**config.mk**
```make
export PLATFORM = sky130hd
export DESIGN_NAME = calendar_date_advance
export DESIGN_NICKNAME = d
export VERILOG_FILES = /design/src/rtl/calda_pkg.sv /design/src/rtl/calda_alu.sv /design/src/rtl/calda_ctrl.sv /design/src/rtl/calendar_date_advance.sv
export SDC_FILE = /design/constraint.sdc
export NUM_CORES = 1
export LEC_CHECK = 0
export ABC_CLOCK_PERIOD_IN_PS = 17650
export CORE_MARGIN = 3
export CORE_UTILIZATION = 55
export CTS_BUF_LIST = sky130_fd_sc_hd__clkbuf_16
export DETAILED_ROUTE_END_ITERATION = 10
export DONT_BUFFER_PORTS = 1
export GPL_TIMING_DRIVEN = 1
export HOLD_SLACK_MARGIN = 0.12
export PLACE_DENSITY = 0.68
export RECOVER_POWER = 50
export SYNTH_ARGS = -nofsm -noshare
export SYNTH_HDL_FRONTEND = slang
export SYNTH_SLANG_ARGS = --single-unit
```
**constraint.sdc**
```tcl
create_clock -name i_clk -period 17.65 [get_ports i_clk]
set_input_delay 1.765 -clock i_clk [delete_from_list [all_inputs] [get_ports i_clk]]
set_output_delay 1.765 -clock i_clk [all_outputs]
set_load 0.01 [all_outputs]
```
**src/rtl/calda_pkg.sv**
```systemverilog
package calda_pkg;

    localparam int YEAR_W  = 14;
    localparam int MONTH_W = 4;
    localparam int DAY_W   = 5;
    localparam int DAYS_W  = 16;
    localparam int ALU_W   = (DAYS_W > YEAR_W) ? DAYS_W : YEAR_W;

    localparam int K_W        = 3;
    localparam int REDUCE_TOP = 5;

    localparam int CYCLE_400 = 400;
    localparam int CENT_100  = 100;
    localparam int CENT_200  = 200;
    localparam int CENT_300  = 300;
    localparam int LAST_MON  = 12;
    localparam int FEB       = 2;
    localparam int FEB_LEAP  = 29;
    localparam int FEB_PLAIN = 28;

    typedef struct packed {
        logic [YEAR_W-1:0]  start_year;
        logic [MONTH_W-1:0] start_month;
        logic [DAY_W-1:0]   start_day;
        logic [DAYS_W-1:0]  day_count;
    } t_in_word;

    typedef struct packed {
        logic [YEAR_W-1:0]  end_year;
        logic [MONTH_W-1:0] end_month;
        logic [DAY_W-1:0]   end_day;
    } t_out_word;

    typedef enum logic [1:0] {
        S_IDLE,
        S_REDUCE,
        S_STEP,
        S_DONE
    } t_state;

    typedef struct packed {
        logic           busy;
        logic           load;
        logic           reduce;
        logic           step;
        logic           done;
        logic [K_W-1:0] shift;
    } t_ctrl;

    typedef struct packed {
        logic n_zero;
    } t_stat;

    function automatic logic is_leap(input logic [YEAR_W-1:0] rem);
        logic lp;
        lp = (rem[1:0] == 2'b00) &&
             (rem != YEAR_W'(CENT_100)) &&
             (rem != YEAR_W'(CENT_200)) &&
             (rem != YEAR_W'(CENT_300));
        return lp;
    endfunction

    function automatic logic [DAY_W-1:0] month_len(input logic [MONTH_W-1:0] m,
                                                   input logic leap);
        logic [DAY_W-1:0] len;
        case (m)
            4'd2: begin
                len = leap ? DAY_W'(FEB_LEAP) : DAY_W'(FEB_PLAIN);
            end
            4'd4, 4'd6, 4'd9, 4'd11: begin
                len = 5'd30;
            end
            default: begin
                len = 5'd31;
            end
        endcase
        return len;
    endfunction

endpackage

```
**src/rtl/calda_alu.sv**
```systemverilog
module calda_alu (
    input  logic [calda_pkg::ALU_W-1:0] i_a,
    input  logic [calda_pkg::ALU_W-1:0] i_b,
    output logic [calda_pkg::ALU_W-1:0] o_diff,
    output logic                        o_ge
);

    logic borrow;

    assign {borrow, o_diff} = {1'b0, i_a} - {1'b0, i_b};
    assign o_ge = ~borrow;

endmodule

```
**src/rtl/calda_ctrl.sv**
```systemverilog
module calda_ctrl (
    input  logic             i_clk,
    input  logic             i_rst_n,
    input  logic             start,
    input  calda_pkg::t_stat i_stat,
    output calda_pkg::t_ctrl o_ctl
);

    calda_pkg::t_state r_state, n_state;
    logic [calda_pkg::K_W-1:0] r_k, n_k;

    always_ff @(posedge i_clk) begin
        if (!i_rst_n) begin
            r_state <= calda_pkg::S_IDLE;
            r_k     <= '0;
        end else begin
            r_state <= n_state;
            r_k     <= n_k;
        end
    end

    always_comb begin
        n_state = r_state;
        n_k     = r_k;
        case (r_state)
            calda_pkg::S_IDLE: begin
                if (start) begin
                    n_state = calda_pkg::S_REDUCE;
                    n_k     = calda_pkg::K_W'(calda_pkg::REDUCE_TOP);
                end
            end
            calda_pkg::S_REDUCE: begin
                if (r_k == '0) begin
                    n_state = calda_pkg::S_STEP;
                end else begin
                    n_k = r_k - 1'b1;
                end
            end
            calda_pkg::S_STEP: begin
                if (i_stat.n_zero) begin
                    n_state = calda_pkg::S_DONE;
                end
            end
            calda_pkg::S_DONE: begin
                n_state = calda_pkg::S_IDLE;
            end
            default: begin
                n_state = calda_pkg::S_IDLE;
            end
        endcase
    end

    always_comb begin
        o_ctl = '0;
        o_ctl.shift = r_k;
        case (r_state)
            calda_pkg::S_IDLE: begin
                o_ctl.load = start;
            end
            calda_pkg::S_REDUCE: begin
                o_ctl.busy   = 1'b1;
                o_ctl.reduce = 1'b1;
            end
            calda_pkg::S_STEP: begin
                o_ctl.busy = 1'b1;
                o_ctl.step = ~i_stat.n_zero;
            end
            calda_pkg::S_DONE: begin
                o_ctl.busy = 1'b1;
                o_ctl.done = 1'b1;
            end
            default: begin
                o_ctl.busy = 1'b1;
            end
        endcase
    end

endmodule

```
**src/rtl/calendar_date_advance.sv**
```systemverilog
// Channel   Ports                      Handshake
// command   i_cmd (t_in_word)          taken when start is high and busy is low
// result    o_result (t_out_word)      valid for one cycle while o_valid is high
//
// After a word is accepted, the sequencer first reduces the year mod 400 in
// REDUCE, then crosses one month boundary per cycle in STEP through the shared
// subtract/compare unit, with a final step when the count ends inside a month.
// The number of month boundaries crossed is at most about 2160 for the widest
// count. The result strobe follows in DONE, after which the block is idle.
// Reset is synchronous, active low, and returns the sequencer to idle.
// The receiver cannot stall; the result is shown once and busy drops after it.
module calendar_date_advance (
    input  logic                 i_clk,
    input  logic                 i_rst_n,
    input  logic                 start,
    input  calda_pkg::t_in_word  i_cmd,
    output logic                 busy,
    output logic                 o_valid,
    output calda_pkg::t_out_word o_result
);

    calda_pkg::t_ctrl ctl;
    calda_pkg::t_stat stat;

    logic [calda_pkg::YEAR_W-1:0]  r_year, n_year;
    logic [calda_pkg::MONTH_W-1:0] r_month, n_month;
    logic [calda_pkg::DAY_W-1:0]   r_day, n_day;
    logic [calda_pkg::DAYS_W-1:0]  r_count, n_count;
    logic [calda_pkg::YEAR_W-1:0]  r_rem, n_rem;

    logic [calda_pkg::DAY_W-1:0] len;
    logic [calda_pkg::DAY_W-1:0] gap;
    logic [calda_pkg::ALU_W-1:0] alu_a, alu_b, alu_diff;
    logic                        alu_ge;

    assign stat.n_zero = (r_count == '0);

    calda_ctrl u_ctrl (
        .i_clk   (i_clk),
        .i_rst_n (i_rst_n),
        .start   (start),
        .i_stat  (stat),
        .o_ctl   (ctl)
    );

    calda_alu u_alu (
        .i_a    (alu_a),
        .i_b    (alu_b),
        .o_diff (alu_diff),
        .o_ge   (alu_ge)
    );

    assign len = calda_pkg::month_len(r_month, calda_pkg::is_leap(r_rem));
    assign gap = (r_day < len) ? (len - r_day) : '0;

    always_comb begin
        if (ctl.reduce) begin
            alu_a = calda_pkg::ALU_W'(r_rem);
            alu_b = calda_pkg::ALU_W'(calda_pkg::CYCLE_400) << ctl.shift;
        end else begin
            alu_a = calda_pkg::ALU_W'(r_count);
            alu_b = calda_pkg::ALU_W'(gap) + calda_pkg::ALU_W'(1);
        end
    end

    always_comb begin
        n_year  = r_year;
        n_month = r_month;
        n_day   = r_day;
        n_count = r_count;
        n_rem   = r_rem;
        if (ctl.load) begin
            n_year  = i_cmd.start_year;
            n_month = i_cmd.start_month;
            n_day   = i_cmd.start_day;
            n_count = i_cmd.day_count;
            n_rem   = i_cmd.start_year;
        end else if (ctl.reduce) begin
            if (alu_ge) begin
                n_rem = alu_diff[calda_pkg::YEAR_W-1:0];
            end
        end else if (ctl.step) begin
            if (!alu_ge) begin
                n_day   = r_day + r_count[calda_pkg::DAY_W-1:0];
                n_count = '0;
            end else begin
                n_count = alu_diff[calda_pkg::DAYS_W-1:0];
                n_day   = calda_pkg::DAY_W'(1);
                if (r_month < calda_pkg::MONTH_W'(calda_pkg::LAST_MON)) begin
                    n_month = r_month + 1'b1;
                end else begin
                    n_month = calda_pkg::MONTH_W'(1);
                    n_year  = r_year + 1'b1;
                    if (r_year == '1 ||
                        r_rem == calda_pkg::YEAR_W'(calda_pkg::CYCLE_400 - 1)) begin
                        n_rem = '0;
                    end else begin
                        n_rem = r_rem + 1'b1;
                    end
                end
            end
        end
    end

    always_ff @(posedge i_clk) begin
        r_year  <= n_year;
        r_month <= n_month;
        r_day   <= n_day;
        r_count <= n_count;
        r_rem   <= n_rem;
    end

    assign busy              = ctl.busy;
    assign o_valid           = ctl.done;
    assign o_result.end_year  = r_year;
    assign o_result.end_month = r_month;
    assign o_result.end_day   = r_day;

    a_valid_busy: assert property (@(posedge i_clk) disable iff (!i_rst_n)
        o_valid |-> busy)
        else $error("result strobe outside a busy period");

    a_accept_busy: assert property (@(posedge i_clk) disable iff (!i_rst_n)
        (start && !busy) |=> busy)
        else $error("accepted word did not raise busy");

    a_valid_release: assert property (@(posedge i_clk) disable iff (!i_rst_n)
        o_valid |=> (!busy && !o_valid))
        else $error("block did not return to idle after the result");

    a_count_done: assert property (@(posedge i_clk) disable iff (!i_rst_n)
        o_valid |-> (r_count == '0))
        else $error("result shown with days left to advance");

endmodule
```
# --- Yosys cells after proc, flatten, opt, wreduce, memory -nomap -nowiden ---
# Cells that the tools add are included.
totals:
  wordCells: 101
  regBits: 58
op_classes:
  n_mux: 42
  shift: 1
  n_reduce_logical: 19
  n_eq_ne: 21
  add_sub_neg: 8
  bitwise: 1
  order_cmp: 2
ops:
  columns: ["operator", "count"]
  rows:
  - ["14-bit 2-to-1 mux", 12]
  - ["16-bit 2-to-1 mux", 6]
  - ["14-bit by 1-bit adder with 14-bit output, second input constant", 2]
  - ["5-bit 2-to-1 mux", 5]
  - ["4-bit 2-to-1 mux", 5]
  - ["16-bit by 16-bit subtractor with 17-bit output", 1]
  - ["16-bit zero test", 1]
  - ["9-bit by 3-bit << shifter with 16-bit output, first input constant", 1]
  - ["14-bit equality test, second input constant", 1]
  - ["14-bit by 9-bit equality test with 1-bit output, second input constant", 1]
  - ["14-bit by 7-bit inequality test with 1-bit output, second input constant", 1]
  - ["14-bit by 8-bit inequality test with 1-bit output, second input constant", 1]
  - ["14-bit by 9-bit inequality test with 1-bit output, second input constant", 1]
  - ["3-bit AND reduction", 4]
  - ["4-bit by 3-bit equality test with 1-bit output, second input constant", 2]
  - ["4-bit equality test, second input constant", 2]
  - ["2-bit inequality test, second input constant", 4]
  - ["2-bit one-hot mux with 4 select lines", 1]
  - ["5-bit by 1-bit adder with 6-bit output, second input constant", 1]
  - ["1-bit 2-to-1 mux", 6]
  - ["2-bit 2-to-1 mux", 3]
  - ["3-bit 2-to-1 mux", 2]
  - ["2-bit by 1-bit inequality test with 1-bit output, second input constant", 3]
  - ["3-bit one-hot mux with 2 select lines", 1]
  - ["22 further kinds", 27]

# --- Logic depth before layout (Yosys ltp) ---
depth:
  depth_word: 15
  depth_mapped: 26
  ltp_nobuf: 24

# --- By module ---
# A second synthesis with hierarchy kept.
hier_totals:
  cells_unflattened: 529
  hier_area_um2: 4941.0
by_module_without_submodules:
  columns: ["module", "cells_each", "area_each_um2", "n_inst"]
  rows:
  - ["calendar_date_advance", 363, 3698.5, 1]
  - ["calda_alu", 129, 877.1, 1]
  - ["calda_ctrl", 37, 365.4, 1]

# --- Worst setup path before layout ---
# No wires, ideal clock.
synth_path:
  path_type: "reg-to-reg"
  startpoint: "register r_rem[2] (netlist name)"
  endpoint: "register r_year[0] (netlist name) (enable)"
  t_required_ns: 17.254
  stages_incl_launch_ff: 26
  setup_slack_ns: 11.914
  period_less_slack_ns: 5.736
  arrival_ns: 5.340
  setup_time_ns: 0.396
  path_cell_list: "edfxtp_1 > clkbuf_1 > or4bb_1 > a21oi_1 > a31oi_1 > o21ai_0 > a211oi_1 > a21oi_1 > ha_1 > nand2_1 > o21ai_0 > and4_1 > nor2_1 > ha_1 > nand2_1 > a21oi_1 > nor2_1 > a211oi_1 > o21ai_0 > ha_1 > o211ai_1 > o21a_1 > a2111o_1 > a31oi_1 > a21oi_2 > o41ai_2"
synth_via:
  elab_chain_cells: 13
  word_cells_on_any_way: 17
synth_lines:
  columns: ["element", "line_no", "rtl"]
  rows:
  - ["start: declaration", "calendar_date_advance.sv:29", "logic [calda_pkg::YEAR_W-1:0] r_rem, n_rem;"]
  - ["start signal: assignment", "calendar_date_advance.sv:110", "r_rem <= n_rem;"]
  - ["14-bit by 7-bit inequality test with 1-bit output", "calda_pkg.sv:57", "(rem != YEAR_W'(CENT_100)) &&"]
  - ["1-bit logical AND", "calda_pkg.sv:56", "lp = (rem[1:0] == 2'b00) &&"]
  - ["1-bit logical AND", "calda_pkg.sv:57", null]
  - ["1-bit logical AND", "calda_pkg.sv:58", "(rem != YEAR_W'(CENT_200)) &&"]
  - ["1-bit 2-to-1 mux", "calda_pkg.sv:68", "len = leap ? DAY_W'(FEB_LEAP) : DAY_W'(FEB_PLAIN);"]
  - ["2-bit one-hot mux with 2 select lines", "calda_pkg.sv:66", "case (m)"]
  - ["5-bit subtractor / 5-bit less-than comparator (equally long branches)", "calendar_date_advance.sv:54", "assign gap = (r_day < len) ? (len - r_day) : '0;"]
  - ["5-bit 2-to-1 mux", "calendar_date_advance.sv:54", null]
  - ["5-bit by 1-bit adder with 6-bit output", "calendar_date_advance.sv:62", "alu_b = calda_pkg::ALU_W'(gap) + calda_pkg::ALU_W'(1);"]
  - ["16-bit 2-to-1 mux", "calendar_date_advance.sv:57", "if (ctl.reduce) begin"]
  - ["16-bit by 16-bit subtractor with 17-bit output (*)", "calda_alu.sv:10", "assign {borrow, o_diff} = {1'b0, i_a} - {1'b0, i_b};"]
  - ["2-bit inequality test (no source line) (*)", null, null]
  - ["4-bit AND reduction (no source line) (*)", null, null]
  - ["end signal: assignment", "calendar_date_advance.sv:106", "r_year <= n_year;"]
  - ["end: declaration", "calendar_date_advance.sv:25", "logic [calda_pkg::YEAR_W-1:0] r_year, n_year;"]
# Every way passes the cells marked *; elsewhere a longest branch is shown, timed or not.
# A chain may end at the register's enable or synchronous reset.

# --- Worst setup path after layout ---
layout_path:
  startpoint: "register u_ctrl.r_state[1]"
  endpoint: "register r_year[3] (netlist name) (enable)"
layout_via:
  elab_chain_cells: 6
  word_cells_on_any_way: 14
layout_lines:
  columns: ["element", "line_no", "rtl"]
  rows:
  - ["start: declaration", "calda_ctrl.sv:9", "calda_pkg::t_state r_state, n_state;"]
  - ["start signal: assignment", "calda_ctrl.sv:14", "r_state <= calda_pkg::S_IDLE;"]
  - ["start signal: assignment", "calda_ctrl.sv:17", "r_state <= n_state;"]
  - ["2-bit by 1-bit equality test with 1-bit output", "calda_ctrl.sv:56", "case (r_state)"]
  - ["1-bit 2-to-1 mux", "calda_ctrl.sv:56", null]
  - ["16-bit 2-to-1 mux", "calendar_date_advance.sv:57", null]
  - ["16-bit by 16-bit subtractor with 17-bit output", "calda_alu.sv:10", null]
  - ["2-bit inequality test (no source line)", null, null]
  - ["4-bit AND reduction (no source line) (*)", null, null]
# Marks and branches as above.

==> summary.txt <==
vias in the first global route: 3940
CP cell instances: inv_1 > ha_1 > clkbuf_1 > inv_1 > nor2_1 > a32oi_1 > ha_1 > o211ai_1 > o21a_1 > a2111o_1 > a31oi_1 > a21oi_2 > buf_4 > o41ai_2 > buf_4
post-route antenna net violation count: 0
Least-Margin Pin Slew: 2549 ps
CP endpoint kind: register
Via density: 6.326
clock buffer depth: 2
full die area: 0.01023 mm^2
Mapped Cells: 563
Layout Nets: 633
fin crit share: 35.55%
mean routed wirelength per cell: 19.29 um
Post-CTS Setup Bufs: 0
Horiz. Die Dim: 101.2 um
# rows: 34
Rel. slew slack: -70.01%
area share of the largest cell type after synthesis: 31.96%
Worst Hold Class: reg2reg
Core ar.: 0.008763 mm^2
CP Max Fanout: 45
worst skew pair latency: 330 ps
most frequent cell after synthesis: nand2_1
status: finished with violations
Post-Syn Area per Cell: 8.845 um^2
max incr delay on CP: 1600 ps
Worst R2R Setup Slack: 11380 ps
n_diodes: 0
CTS Sinks: 58
count of hold buffers inserted by post-cts repair: 0
DR vias: 4194
Layout area overhead: 6.231%
Clock Root Buffer: clkbuf_16
Yosys warnings: 0
first-pass iteration count of the detailed router: 4
Post-Syn Area: 0.004980 mm^2
CTS Buf Count: 9
fin crit period: 6274 ps
Final setup viols: 0
Tot GR Track Use: 25.44%
top post-synthesis cells by area: edfxtp_1 32%, ha_1 9.5%, nand2_1 4.7%
Synth top cells by count: 63 x nand2_1, 56 x nor2_1, 53 x edfxtp_1
Peak Freq: 0.1594 GHz
final hold violations: 0
Worst Path Arrival: 6290 ps
RSZ-0062 raised after global routing: false
grt ovf: 0
first-pass GRT wire length: 20.29 mm
die height: 101.2 um
fraction of registers with async set/reset: 0%
number of synthesized flops with an enable pin: 53
CP max-delay cell: clkbuf_1
# fillers: 767
Post-Route WL: 12.79 mm
synth unique cells: 64
Syn Nets: 646
Startpoint Class: register
Synth area leader: edfxtp_1
violated checks: max-capacitance violations, max-slew violations
Resize count post-CTS: 0
PortBufs: 0
max-slew violation count: 143
crit path kind: reg2reg
DR DRC count: 0
Detailed Place HPWL: 9.247 mm
#FFs+latches synth: 58
antenna violations before repair: 0
TNS Setup: 0 ps
register area share after synthesis: 33.97%
htree depth: 3
ratio of cells with drive above 1 in the final layout: 8.829%
top_reg_cell synth: edfxtp_1
CP required: 17670 ps
Starting Density: 56.82%
CTS tree: built
Worst-path clk slew: 50 ps
Worst Clk Skew: 6.162 ps
Ports: 67
Routability Congestion: 0.8958
DR iter-0 viols: 259
pin count of the biggest net entering global routing: 51
max-cap check violation count: 3
==> flip-flops by register name, summed over array words and instances, names as in the netlist <==
register and cells:
r_count 16, r_day 5, r_rem 14, r_year 14, u_ctrl.r_k 3, u_ctrl.r_state 2, r_month 4
==> kinds of logic (layout without fill, tap and decap cells) <==
family / after synthesis / after routing / share of synthesized area [%]
flip-flops: 58 / 58 / 33.97
adder cells (fa/ha/maj): 41 / 41 / 10.75
AND/OR/NAND/NOR: 200 / 200 / 18.97
AO/OA/AOI/OAI: 152 / 152 / 21.01
buffers and inverters: 53 / 45 / 4.171
XOR/XNOR: 43 / 43 / 7.563
multiplexers: 16 / 16 / 3.568
==> area by class of cell <==
class	count	area, um^2	share of cell area [%]
inverters	23	86.33	1.632
flip-flops and latches	58	1692	31.98
repair buffers	6	33.78	0.6386
clock buffers	9	225.2	4.257
clock inverters	7	37.54	0.7096
multi-input cells	452	3080	58.23
well taps	108	135.1	2.554
==> layout by cell type, fill, tap and decap left out, drive strengths merged, types with 4 or more instances in the layout <==
master	netlist	final
nor3	8	8
nand3	24	24
nand2	63	63
nand2b	4	4
edfxtp	53	53
a31oi	6	6
nand4	6	6
ha	38	38
inv	23	24
a21o	9	9
o31ai	11	11
nor2b	4	4
dfxtp	5	5
clkbuf	28	12
a22o	4	4
nor4	6	6
and3	10	10
o21ai	33	33
a211oi	6	6
clkinv	0	4
xnor2	24	24
mux2	14	14
nor2	56	56
and2	4	4
xor2	19	19
a21oi	47	47
==> through the flow <==
| step | hold WS [ps] | cells | setup WS (ps) | utilization [%] | area [um^2] |
|---|---|---|---|---|---|
| 6_report | 572.1 | 663 | 11380 | 60.37 | 5290 |
| 5_1_grt | 599.7 | 663 | 10840 | 60.37 | 5290 |
| 4_1_cts | 571.3 | 663 | 11590 | 60.58 | 5309 |
| 3_5_place_dp | 564.2 | 647 | 11620 | 57.58 | 5046 |
| 3_3_place_gp | 547.1 | 647 | 11830 | 57.58 | 5046 |
| 2_1_floorplan | 517.7 | 563 | 11910 | - | 4980 |
==> worst max-delay path, delay by kind of cell (launching register included) <==
kind,cells,cell delay [ps]
AOI/OAI and AO/OA,7,1480
adders and majority gates,2,560
buffers and inverters,5,3140
DFF,1,330
and+or+nand+nor,1,420
==> per-layer routing <==
layer  vias up  routed length (um)  track usage [%]
li1       2038                   -                -
met1      1988                5756            35.10
met2       152                6018            40.79
met3        16                 828            5.647
met4         0                 188            6.339
met5         -                   0                0
==> final timing paths <==
path / from / depth (start not counted) / to
worst min register to register: u_ctrl.r_state[0]$_SDFFE_PN0P_ / 2 / u_ctrl.r_state[0]$_SDFFE_PN0P_
worst max register to register: u_ctrl.r_state[1]$_SDFFE_PN0P_ / 15 / r_year[3]$_DFFE_PP_
worst min-delay path: u_ctrl.r_state[0]$_SDFFE_PN0P_ / 2 / u_ctrl.r_state[0]$_SDFFE_PN0P_
worst max-delay path: u_ctrl.r_state[1]$_SDFFE_PN0P_ / 15 / r_year[3]$_DFFE_PP_
Power is left out: the tool's default activity adds up to more than one toggle a clock period on the data nets, which glitch-free logic cannot reach.
